File: src/hdl/usb_capture_record_classifier_assert.svh
// Assertion macros shared by the classifier modules.
// Each macro expects clk and arst_n in the scope where it is used.
`ifndef USB_CAPTURE_RECORD_CLASSIFIER_ASSERT_SVH
`define USB_CAPTURE_RECORD_CLASSIFIER_ASSERT_SVH

// Same-cycle implication.
`define UCRC_ASSERT_NOW(lbl, ante, cons, msg) \
	lbl: assert property (@(posedge clk) disable iff (!arst_n) (ante) |-> (cons)) \
		else $error(msg);

// Next-cycle implication.
`define UCRC_ASSERT_NEXT(lbl, ante, cons, msg) \
	lbl: assert property (@(posedge clk) disable iff (!arst_n) (ante) |=> (cons)) \
		else $error(msg);

`endif

File: src/hdl/ucrc_pkg.sv
`timescale 1ns / 1ps
`default_nettype none

package ucrc_pkg;

	// Result kinds
	typedef enum logic [3:0] {
		KIND_ABORT = 4'd0,
		KIND_FOLD  = 4'd1,
		KIND_RESET = 4'd2,
		KIND_LSSOF = 4'd3,
		KIND_ERROR = 4'd4,
		KIND_SOF   = 4'd5,
		KIND_TOKEN = 4'd6,
		KIND_HSHK  = 4'd7,
		KIND_DATA  = 4'd8,
		KIND_SIMPLE = 4'd9,
		KIND_SPLIT = 4'd10
	} kind_t;

	// Packet identifiers
	localparam logic [3:0] PID_OUT       = 4'h1;
	localparam logic [3:0] PID_ACK       = 4'h2;
	localparam logic [3:0] PID_DAT0      = 4'h3;
	localparam logic [3:0] PID_SOF       = 4'h5;
	localparam logic [3:0] PID_NOTYET    = 4'h6;
	localparam logic [3:0] PID_DAT2      = 4'h7;
	localparam logic [3:0] PID_SPLT      = 4'h8;
	localparam logic [3:0] PID_IN        = 4'h9;
	localparam logic [3:0] PID_NAK       = 4'hA;
	localparam logic [3:0] PID_DAT1      = 4'hB;
	localparam logic [3:0] PID_CTL_SETUP = 4'hD;
	localparam logic [3:0] PID_STL       = 4'hE;
	localparam logic [3:0] PID_MDAT      = 4'hF;

	// Register indexes
	localparam logic [1:0] CFG_TIME_REF  = 2'd0;
	localparam logic [1:0] CFG_FOLD_EN   = 2'd1;
	localparam logic [1:0] CFG_DATA_LIM  = 2'd2;
	localparam logic [1:0] CFG_MAX_GAP   = 2'd3;
	localparam int CFG_DATA_W = 31;

	// Time reference modes
	localparam logic [1:0] TREF_FIRST = 2'd0;
	localparam logic [1:0] TREF_PREV  = 2'd1;
	localparam logic [1:0] TREF_SOF   = 2'd2;
	localparam logic [1:0] TREF_RESET = 2'd3;

	// Data display limit modes
	localparam logic [1:0] DLIM_NONE = 2'd0;
	localparam logic [1:0] DLIM_16   = 2'd1;
	localparam logic [1:0] DLIM_64   = 2'd2;
	localparam logic [1:0] DLIM_ALL  = 2'd3;
	localparam logic [10:0] DLIM_16_BYTES = 11'd16;
	localparam logic [10:0] DLIM_64_BYTES = 11'd64;

	// Error records show at most this many captured bytes, minus two for sync and pid
	localparam int ERROR_SHOW_LIMIT = 16;

	localparam logic [15:0] FOLD_MAX = 16'hffff;
	localparam logic [30:0] MAX_GAP_RESET = 31'd10000;

	// Result queue geometry
	localparam int QDEPTH = 4;
	localparam int QPTR_W = 2;
	localparam int QCNT_W = 3;

	typedef struct packed {
		logic [1:0]  time_ref_mode;
		logic        fold_enable;
		logic [1:0]  data_limit_mode;
		logic [30:0] max_gap;
	} cfg_t;

	typedef struct packed {
		logic        func;
		logic        first_record;
		logic [31:0] timestamp;
		logic        flag_reset;
		logic        flag_ls_sof;
		logic        flag_may_fold;
		logic [5:0]  error_bits;
		logic [10:0] byte_count;
		logic [7:0]  pid_byte;
		logic [7:0]  payload_b2;
		logic [7:0]  payload_b3;
		logic [7:0]  payload_b4;
	} item_t;

	typedef struct packed {
		kind_t       kind;
		logic [31:0] rel_time;
		logic [3:0]  pid_code;
		logic [10:0] field_a;
		logic [6:0]  field_b;
		logic [4:0]  split_bits;
		logic [15:0] count;
		logic [10:0] shown_bytes;
		logic        truncated;
		logic [5:0]  errors_out;
		logic        last;
	} result_t;

endpackage

`default_nettype wire

File: src/hdl/usb_capture_record_classifier.sv
`timescale 1ns / 1ps
`default_nettype none

// Classifies captured USB packet records, one word per cycle on the record
// channel while rec_stall is low. A record is registered, classified
// combinationally against the fold, abort and time reference state, and its
// results (none, one, or a fold summary followed by the packet) go into a
// four-word result queue that drives the result port. Records enter every
// cycle while the queue has room for two words; the result port drains one
// word per cycle while res_stall is low, so a record that yields two results
// costs two words of output bandwidth. Registers are written through
// cfg_we/cfg_index/cfg_data and should change only while no record is in flight.

module usb_capture_record_classifier (
	input  logic        clk,
	input  logic        arst_n,
	// configuration
	input  logic        cfg_we,
	input  logic [1:0]  cfg_index,
	input  logic [ucrc_pkg::CFG_DATA_W-1:0] cfg_data,
	// record channel
	input  logic        rec_valid,
	output logic        rec_stall,
	input  logic        func,
	input  logic        first_record,
	input  logic [31:0] timestamp,
	input  logic        flag_reset,
	input  logic        flag_ls_sof,
	input  logic        flag_may_fold,
	input  logic [5:0]  error_bits,
	input  logic [10:0] byte_count,
	input  logic [7:0]  pid_byte,
	input  logic [7:0]  payload_b2,
	input  logic [7:0]  payload_b3,
	input  logic [7:0]  payload_b4,
	// result channel
	output logic        res_valid,
	input  logic        res_stall,
	output logic [3:0]  kind,
	output logic [31:0] rel_time,
	output logic [3:0]  pid_code,
	output logic [10:0] field_a,
	output logic [6:0]  field_b,
	output logic [4:0]  split_bits,
	output logic [15:0] count,
	output logic [10:0] shown_bytes,
	output logic        truncated,
	output logic [5:0]  errors_out,
	output logic        last
);
	import ucrc_pkg::*;

	cfg_t     cfg_q;
	item_t    item_s1;
	logic     vld_s1;
	logic     accept, fire, room, not_empty;
	result_t  res0, res1, head;
	logic [1:0] push_n;

	// Write configuration registers
	always_ff @(posedge clk or negedge arst_n) begin
		if (!arst_n) begin
			cfg_q.time_ref_mode <= TREF_FIRST;
			cfg_q.fold_enable <= 1'b1;
			cfg_q.data_limit_mode <= DLIM_64;
			cfg_q.max_gap <= MAX_GAP_RESET;
		end else if (cfg_we) begin
			unique case (cfg_index)
				CFG_TIME_REF: cfg_q.time_ref_mode <= cfg_data[1:0];
				CFG_FOLD_EN:  cfg_q.fold_enable <= cfg_data[0];
				CFG_DATA_LIM: cfg_q.data_limit_mode <= cfg_data[1:0];
				CFG_MAX_GAP:  cfg_q.max_gap <= cfg_data[CFG_DATA_W-1:0];
				default:      cfg_q <= cfg_q;
			endcase
		end
	end

	// Input register: take a word when it is empty or the held one moves on
	assign fire      = vld_s1 && room;
	assign rec_stall = vld_s1 && !room;
	assign accept    = rec_valid && !rec_stall;

	always_ff @(posedge clk or negedge arst_n) begin
		if (!arst_n) begin
			vld_s1 <= 1'b0;
		end else begin
			vld_s1 <= accept || (vld_s1 && !fire);
		end
	end

	always_ff @(posedge clk) begin
		if (accept) begin
			item_s1 <= '{func: func, first_record: first_record,
				timestamp: timestamp, flag_reset: flag_reset,
				flag_ls_sof: flag_ls_sof, flag_may_fold: flag_may_fold,
				error_bits: error_bits, byte_count: byte_count,
				pid_byte: pid_byte, payload_b2: payload_b2,
				payload_b3: payload_b3, payload_b4: payload_b4};
		end
	end

	ucrc_classify u_classify (
		.clk    (clk),
		.arst_n (arst_n),
		.cfg    (cfg_q),
		.item   (item_s1),
		.fire   (fire),
		.res0   (res0),
		.res1   (res1),
		.push_n (push_n)
	);

	ucrc_outq u_outq (
		.clk       (clk),
		.arst_n    (arst_n),
		.wr0       (res0),
		.wr1       (res1),
		.push_n    (push_n),
		.pop       (res_valid && !res_stall),
		.head      (head),
		.not_empty (not_empty),
		.room      (room)
	);

	// Drive result ports from the queue head
	assign res_valid   = not_empty;
	assign kind        = head.kind;
	assign rel_time    = head.rel_time;
	assign pid_code    = head.pid_code;
	assign field_a     = head.field_a;
	assign field_b     = head.field_b;
	assign split_bits  = head.split_bits;
	assign count       = head.count;
	assign shown_bytes = head.shown_bytes;
	assign truncated   = head.truncated;
	assign errors_out  = head.errors_out;
	assign last        = head.last;

endmodule

`default_nettype wire

File: src/hdl/ucrc_classify.sv
`timescale 1ns / 1ps
`default_nettype none

`include "usb_capture_record_classifier_assert.svh"

module ucrc_classify (
	input  logic             clk,
	input  logic             arst_n,
	input  ucrc_pkg::cfg_t   cfg,
	input  ucrc_pkg::item_t  item,
	input  logic             fire,
	output ucrc_pkg::result_t res0,
	output ucrc_pkg::result_t res1,
	output logic [1:0]       push_n
);
	import ucrc_pkg::*;

	logic [31:0] ref_q, prev_q;
	logic        gap_q, folding_q, aborted_q;
	logic [15:0] cnt_q;

	logic [31:0] ref_d, prev_d;
	logic        gap_d, folding_d, aborted_d;
	logic [15:0] cnt_d;

	logic [31:0] ts, ref_e, prev_e, delta, ftime;
	logic        gap_e, gap_fail, ref_take, pid_sof, emit;
	logic [3:0]  pid;
	logic [15:0] v;
	logic [10:0] size, len, dshown, elim;
	result_t     pkt, r0, r1;
	logic [1:0]  n;
	logic        pair_push, pair_ok, abort_push;

	// Apply first-record initialization before the record is looked at
	assign ts     = item.timestamp;
	assign ref_e  = item.first_record ? ts : ref_q;
	assign prev_e = item.first_record ? ts : prev_q;
	assign gap_e  = item.first_record | gap_q;

	// Gap test: backward steps never abort
	assign delta    = ts - prev_e;
	assign gap_fail = gap_e && !delta[31] && (delta > {1'b0, cfg.max_gap});
	assign ftime    = ts - ref_e;

	assign pid      = item.flag_ls_sof ? PID_SOF : item.pid_byte[3:0];
	assign pid_sof  = (pid == PID_SOF);
	assign ref_take = (cfg.time_ref_mode == TREF_PREV)
		|| ((cfg.time_ref_mode == TREF_SOF) && pid_sof);

	assign v    = {item.payload_b3, item.payload_b2};
	assign size = item.byte_count;
	assign len  = (size < 11'd4) ? '0 : size - 11'd4;
	assign elim = (size > 11'(ERROR_SHOW_LIMIT)) ? 11'(ERROR_SHOW_LIMIT) : size;

	// Clamp shown data bytes
	always_comb begin
		case (cfg.data_limit_mode)
			DLIM_NONE: dshown = '0;
			DLIM_16:   dshown = (len < DLIM_16_BYTES) ? len : DLIM_16_BYTES;
			DLIM_64:   dshown = (len < DLIM_64_BYTES) ? len : DLIM_64_BYTES;
			default:   dshown = len;
		endcase
	end

	// Build the packet result
	always_comb begin
		pkt = '0;
		pkt.rel_time = ftime;
		pkt.pid_code = pid;
		if (item.flag_reset) begin
			pkt.kind = KIND_RESET;
		end else if (item.flag_ls_sof) begin
			pkt.kind = KIND_LSSOF;
		end else if (item.error_bits != '0) begin
			pkt.kind = KIND_ERROR;
			pkt.count = {5'd0, size};
			pkt.errors_out = item.error_bits;
			if (size > 11'd2) begin
				pkt.shown_bytes = elim - 11'd2;
				pkt.truncated = (size > 11'(ERROR_SHOW_LIMIT));
			end
		end else begin
			case (pid) inside
				PID_SOF: begin
					pkt.kind = KIND_SOF;
					pkt.field_a = v[10:0];
				end
				PID_OUT, PID_IN, PID_CTL_SETUP: begin
					pkt.kind = KIND_TOKEN;
					pkt.field_a = {4'd0, v[6:0]};
					pkt.field_b = {3'd0, v[10:7]};
				end
				PID_ACK, PID_NAK, PID_STL, PID_NOTYET: begin
					pkt.kind = KIND_HSHK;
				end
				PID_DAT0, PID_DAT1, PID_DAT2, PID_MDAT: begin
					pkt.kind = KIND_DATA;
					pkt.count = {5'd0, len};
					pkt.shown_bytes = dshown;
					pkt.truncated = (dshown < len);
				end
				PID_SPLT: begin
					pkt.kind = KIND_SPLIT;
					pkt.field_a = {4'd0, item.payload_b2[6:0]};
					pkt.field_b = item.payload_b3[6:0];
					pkt.split_bits = {item.payload_b4[2:1], item.payload_b4[0],
						item.payload_b3[7], item.payload_b2[7]};
				end
				default: begin
					pkt.kind = KIND_SIMPLE;
				end
			endcase
		end
	end

	// Sequence the record against the fold and abort state
	always_comb begin
		ref_d = ref_q;
		prev_d = prev_q;
		gap_d = gap_q;
		folding_d = folding_q;
		cnt_d = cnt_q;
		aborted_d = aborted_q;
		r0 = '0;
		r1 = '0;
		n = 2'd0;
		emit = 1'b0;
		if (item.func) begin
			// End of capture: flush a pending fold
			if (folding_q && (cnt_q != '0)) begin
				r0.kind = KIND_FOLD;
				r0.count = cnt_q;
				n = 2'd1;
			end
			folding_d = 1'b0;
			cnt_d = '0;
		end else begin
			if (item.first_record) begin
				ref_d = ts;
				prev_d = ts;
				folding_d = 1'b0;
				cnt_d = '0;
				gap_d = 1'b1;
				aborted_d = 1'b0;
			end
			if (!aborted_d) begin
				if (gap_fail) begin
					aborted_d = 1'b1;
					r0.kind = KIND_ABORT;
					n = 2'd1;
				end else begin
					prev_d = ts;
					gap_d = 1'b1;
					if (ref_take) begin
						ref_d = ts;
					end
					emit = 1'b1;
					if (folding_d) begin
						if (!pid_sof) begin
							emit = 1'b0;
						end else if (item.flag_may_fold) begin
							emit = 1'b0;
							if (cnt_d != FOLD_MAX) begin
								cnt_d = cnt_d + 16'd1;
							end
						end else begin
							r0.kind = KIND_FOLD;
							r0.count = cnt_d;
							n = 2'd1;
							folding_d = 1'b0;
						end
					end
					if (emit) begin
						if (item.flag_may_fold && cfg.fold_enable) begin
							folding_d = 1'b1;
							cnt_d = 16'd1;
						end else begin
							if (n == 2'd0) begin
								r0 = pkt;
							end else begin
								r1 = pkt;
							end
							n = n + 2'd1;
							if (item.flag_reset) begin
								gap_d = 1'b0;
								if (cfg.time_ref_mode == TREF_RESET) begin
									ref_d = ts;
								end
							end
						end
					end
				end
			end
		end
		// Mark the final result of the record
		if (n == 2'd1) begin
			r0.last = 1'b1;
		end
		if (n == 2'd2) begin
			r1.last = 1'b1;
		end
	end

	assign res0   = r0;
	assign res1   = r1;
	assign push_n = fire ? n : 2'd0;

	// Hold state, advance on each processed record
	always_ff @(posedge clk or negedge arst_n) begin
		if (!arst_n) begin
			ref_q <= '0;
			prev_q <= '0;
			gap_q <= 1'b1;
			folding_q <= 1'b0;
			cnt_q <= '0;
			aborted_q <= 1'b0;
		end else if (fire) begin
			ref_q <= ref_d;
			prev_q <= prev_d;
			gap_q <= gap_d;
			folding_q <= folding_d;
			cnt_q <= cnt_d;
			aborted_q <= aborted_d;
		end
	end

	assign pair_push  = fire && (push_n == 2'd2);
	assign pair_ok    = (res0.kind == KIND_FOLD) && !res0.last && res1.last;
	assign abort_push = fire && (push_n != 2'd0) && (res0.kind == KIND_ABORT);

	`UCRC_ASSERT_NOW(a_pair_leads_fold, pair_push, pair_ok, "bad result pair")
	`UCRC_ASSERT_NEXT(a_abort_sticks, abort_push, aborted_q, "abort did not stick")
	`UCRC_ASSERT_NOW(a_single_last, fire && (push_n == 2'd1), res0.last, "single word not last")

endmodule

`default_nettype wire

File: src/hdl/ucrc_outq.sv
`timescale 1ns / 1ps
`default_nettype none

`include "usb_capture_record_classifier_assert.svh"

module ucrc_outq (
	input  logic              clk,
	input  logic              arst_n,
	input  ucrc_pkg::result_t wr0,
	input  ucrc_pkg::result_t wr1,
	input  logic [1:0]        push_n,
	input  logic              pop,
	output ucrc_pkg::result_t head,
	output logic              not_empty,
	output logic              room
);
	import ucrc_pkg::*;

	result_t             mem_q [QDEPTH];
	logic [QPTR_W-1:0]   wr_q, rd_q;
	logic [QCNT_W-1:0]   cnt_q;

	assign head      = mem_q[rd_q];
	assign not_empty = (cnt_q != '0);
	assign room      = (cnt_q <= QCNT_W'(QDEPTH - 2));

	// Store up to two words per cycle
	always_ff @(posedge clk) begin
		if (push_n != 2'd0) begin
			mem_q[wr_q] <= wr0;
		end
		if (push_n == 2'd2) begin
			mem_q[wr_q + QPTR_W'(1)] <= wr1;
		end
	end

	// Advance pointers and fill count
	always_ff @(posedge clk or negedge arst_n) begin
		if (!arst_n) begin
			wr_q <= '0;
			rd_q <= '0;
			cnt_q <= '0;
		end else begin
			wr_q <= wr_q + QPTR_W'(push_n);
			rd_q <= rd_q + QPTR_W'(pop);
			cnt_q <= cnt_q + QCNT_W'(push_n) - QCNT_W'(pop);
		end
	end

	`UCRC_ASSERT_NOW(a_pop_nonempty, pop, cnt_q != '0, "pop from empty queue")
	`UCRC_ASSERT_NOW(a_push_room, push_n != 2'd0, room, "push without room")
	`UCRC_ASSERT_NOW(a_count_bound, 1'b1, cnt_q <= QCNT_W'(QDEPTH), "queue count beyond depth")

endmodule

`default_nettype wire

File: config.mk
export PLATFORM = sky130hd
export DESIGN_NAME = usb_capture_record_classifier
export DESIGN_NICKNAME = d
export VERILOG_FILES = /design/src/hdl/ucrc_pkg.sv /design/src/hdl/usb_capture_record_classifier.sv /design/src/hdl/ucrc_classify.sv /design/src/hdl/ucrc_outq.sv
export VERILOG_INCLUDE_DIRS = /design/src /design/src/hdl
export SDC_FILE = /design/constraint.sdc
export NUM_CORES = 1
export LEC_CHECK = 0
export BUFFER_PORTS_ARGS = -buffer_cell sky130_fd_sc_hd__buf_4
export CORE_MARGIN = 1
export CORE_UTILIZATION = 40
export CTS_CLUSTER_SIZE = 12
export DETAILED_ROUTE_END_ITERATION = 12
export HOLD_SLACK_MARGIN = 0.15
export PLACE_DENSITY = 0.68
export SYNTH_ARGS = -nofsm -noshare
export SYNTH_HDL_FRONTEND = slang
export SYNTH_SLANG_ARGS = --single-unit
File: constraint.sdc
create_clock -name clk -period 9.3 [get_ports clk]
set_input_delay 0.93 -clock clk [delete_from_list [all_inputs] [get_ports clk]]
set_output_delay 0.93 -clock clk [all_outputs]
set_load 0.005 [all_outputs]
==> flow_summary.toml <==
[synthesis]
synthCells = 2443
synth_flop_cell = "edfxtp_1"
ys_ff_latch = 596
syn_avg_cell_area_um2 = 12.5
synth.net_count = 2687
synth_cell_types = 105
synth_area_um2 = 30600
seq_area_frac_synth_pct = 55.8
synth_edf_count = 449
synthArstFlopShare_pct = 21.3
yosysWarnings = 0

[placement]
place_area_um2 = 33400
placedCellCount = 3562
port_buffers = 214
dp_hpwl_um = 54600
gp_congestion = 0.889

[routing]
wire_per_inst_um = 21.7
via_count = 21000
detail-route-antenna-nets = 0
routed_via_density = 5.69
wl_um = 80000
drt_iter0_drc = 1606
dr.pass1.iters = 8
post-route-drc-count = 0

[timing]
fmax_ghz = 0.124
finalCriticalPeriod_ps = 8080
fin_tns_setup_ps = 0
finClkSkew_ps = 16.8
finalHoldViolCount = 0
layout_worst_path_cycle_share_pct = 86.9
finalSetupViolCount = 0
rsz0062_at_grt = "false"
tightest_slew_ps = 1040
relSlewSlack_pct = 30.4
final_max_slew_viol_count = 0

[critical_path]
criticalPathCategory = "reg -> reg"
cp_max_fo = 60
slowest_stage = "buf_4"
crit_required_ps = 9520
worstPathArrival_ps = 8300
crit_family = "compound AO/OA/AOI/OAI gates"
max_stage_delay_ps = 750
crit_top_cell = "o21ai_0"
worstSetupEndpointType = "register"
worst_setup_path_start_kind = "register"
worst-path-buf-inv = 2
startpoint = "item_s1[84]"
regToRegStartpoint = "item_s1[84]"

[global_route]
gr-total-overflow = 0
grt_pass1_wl_um = 122000
grt_max_degree = 81
antenna_found_initial = 1
gr-usage-all-layers_pct = 20.4
grt_pass1_vias = 21100

[finish]
layout.core_utilization_pct = 46.7
drive_gt1_share_pct = 22.6
multi_input_area_um2 = 12800
antennaDiodeCount = 0
most-common-layout-cells = "449 x edfxtp_1, 398 x nor2_1, 248 x buf_4"
nNetsFinal = 2898
final_cell_area_um2 = 35400
final_cells = 3682
regArea_um2 = 17100
syn_to_final_growth_pct = 15.8
final_common_cell = "edfxtp_1"
fillCellCount = 6737

[floorplan]
dieArea_um2 = 77600
die_h_um = 278
rows = 101
initial_core_util_pct = 40.3
ios = 224
fp.dieW_um = 278
core_area_um2 = 75800

[pwr]
combPwrFrac_pct = 44.4
swShare_pct = 38.0
intPower_mw = 7.00
power_switching_mw = 4.29
pwr-share-seq_pct = 33.4
clkPwrFrac_pct = 22.2
power_leakage_nw = 13.3
ir_drop_uv = 202
p_per_area_nw_per_um2 = 319

[status]
outcome = "finished clean"

[cts]
post_cts_buffers = 0
clock_sinks = 596
clkTransAtPathRegs_ps = 60
ctsResizeCount = 0
clockBufferDepth = 3
cts_tree = "yes"
root_buffer = "clkbuf_16"
clk_latency_ps = 610
ctsHtreeMaxLevel = 3
cts_inserted_buffers = 68
hold_buffers = 0

[worst_hold_path]
hold_path.class = "in -> async"

[flow_run]
drv_cap = 0
==> per-stage QoR <==
| step | total power, mW | hold WS (ps) | setup slack, ps |
|---|---|---|---|
| finish | 11.3 | 401 | 1220 |
| global route | 12.0 | 438 | 793 |
| CTS | 11.4 | 394 | 1230 |
| detailed placement | 8.83 | 446 | 1270 |
| global placement | 8.72 | 440 | 1270 |
| floorplan | 7.12 | 431 | 506 |
==> sequential cells by signal, summed over array words and instances (netlist names), 2 cells and up <==
signal             cells
u_outq.mem_q         392
item_s1               77
cfg_q                 36
u_classify.prev_q     32
u_classify.ref_q      32
u_classify.cnt_q      16
u_outq.cnt_q           3
u_outq.rd_q            2
u_outq.wr_q            2
==> kinds of logic after synthesis <==
group | share of synthesized area, %
and+or+nand+nor | 11.7
DFF | 55.8
muxes | 13.3
AOI/OAI and AO/OA | 9.55
xor gates and xnor gates | 1.95
adders and majority gates | 4.98
buffers and inverters | 2.64
==> final timing paths <==
check	end	slack (ps)	cells past startpoint
min in group clk	u_outq.mem_q[0][32]	450	2
setup / recovery	u_outq.mem_q[1][2]	1220	27
hold / removal	cfg_q[21]	400	1
hold reg to reg	u_outq.mem_q[0][32]	450	2
setup reg to reg	u_outq.mem_q[1][2]	1220	27
max in group asynchronous	u_outq.rd_q[0]	7330	2
==> cell type report <==
type                       count  share of cell area (%)
clock buffer                  86                    5.00
clock inverter                34                   0.799
inverter                      73                   0.774
multi-input combinational   1660                    36.1
sequential                   596                    48.2
tap                          978                    3.46
timing repair buffer         255                    5.65
==> synthesized netlist by cell type, types with 6 or more instances <==
library cell	instances	area share (%)
xnor2_1	43	1.2
nor4_1	8	0.16
nand2b_1	26	0.53
ha_1	117	4.8
mux2i_1	65	2.1
dfstp_2	8	0.69
inv_1	71	0.87
dfrtp_1	119	9.7
edfxtp_1	449	44
o21a_1	14	0.34
mux4_2	98	7.2
buf_6	6	0.22
dfxtp_1	20	1.3
nand4_1	36	0.74
o21bai_1	12	0.29
and2_1	10	0.20
o22ai_1	50	1.0
nor2b_1	31	0.63
a21oi_1	87	1.4
buf_2	42	0.69
nand3_1	50	0.82
o21ai_0	77	1.3
o211ai_1	8	0.20
buf_1	23	0.28
nand2_1	154	1.9
clkbuf_1	41	0.50
o21ai_1	6	0.098
a31oi_1	12	0.25
a211oi_1	6	0.15
xor2_1	20	0.57
a21o_1	29	0.71
mux2_4	29	1.4
nor2_1	398	4.9
a221oi_1	6	0.17
and3_1	10	0.20
o31ai_1	11	0.27
mux2_2	69	2.5
nor3_1	35	0.57
or3_1	11	0.23
a21boi_0	6	0.15
==> per-layer routing <==
| metal | GRT usage [%] | wire length [um] | part of all wire (%) |
|---|---|---|---|
| met3 | 3.50 | 5460 | 6.8 |
| met2 | 34.1 | 39000 | 49 |
| met4 | 6.90 | 2150 | 2.7 |
| met1 | 26.7 | 33300 | 42 |
| met5 | 0 | 9 | 0.011 |
==> worst reg2reg max path, stage by stage, from the launching register on <==
cell	delay [ps]
edfxtp_1	680
nand2_1	150
o21ai_0	110
ha_1	210
inv_1	60
fa_1	420
a21o_1	190
a21oi_1	260
o21ai_0	220
a21oi_1	410
o21ai_0	170
a31oi_1	280
nor2b_1	80
o21a_1	200
o41a_1	320
xor2_1	180
ha_1	290
nand4_1	130
nor4_1	380
a221oi_1	160
o32ai_1	440
nor3_1	200
nor2_1	530
a32oi_4	320
nand2_2	260
nand2_1	150
nand2_4	110
buf_4	750
==> power by group through the flow <==
| stage | Sequential, mW | Clock (mW) | Combinational (mW) |
|---|---|---|---|
| after floorplan | 3.63 | 0 | 3.49 |
| after global placement | 3.79 | 0 | 4.92 |
| after detailed placement | 3.82 | 0 | 5.01 |
| after CTS | 3.77 | 2.56 | 5.04 |
| after global routing | 3.83 | 2.67 | 5.47 |
| final | 3.77 | 2.50 | 5.01 |
Note: power is estimated with default switching activity, not from simulation.
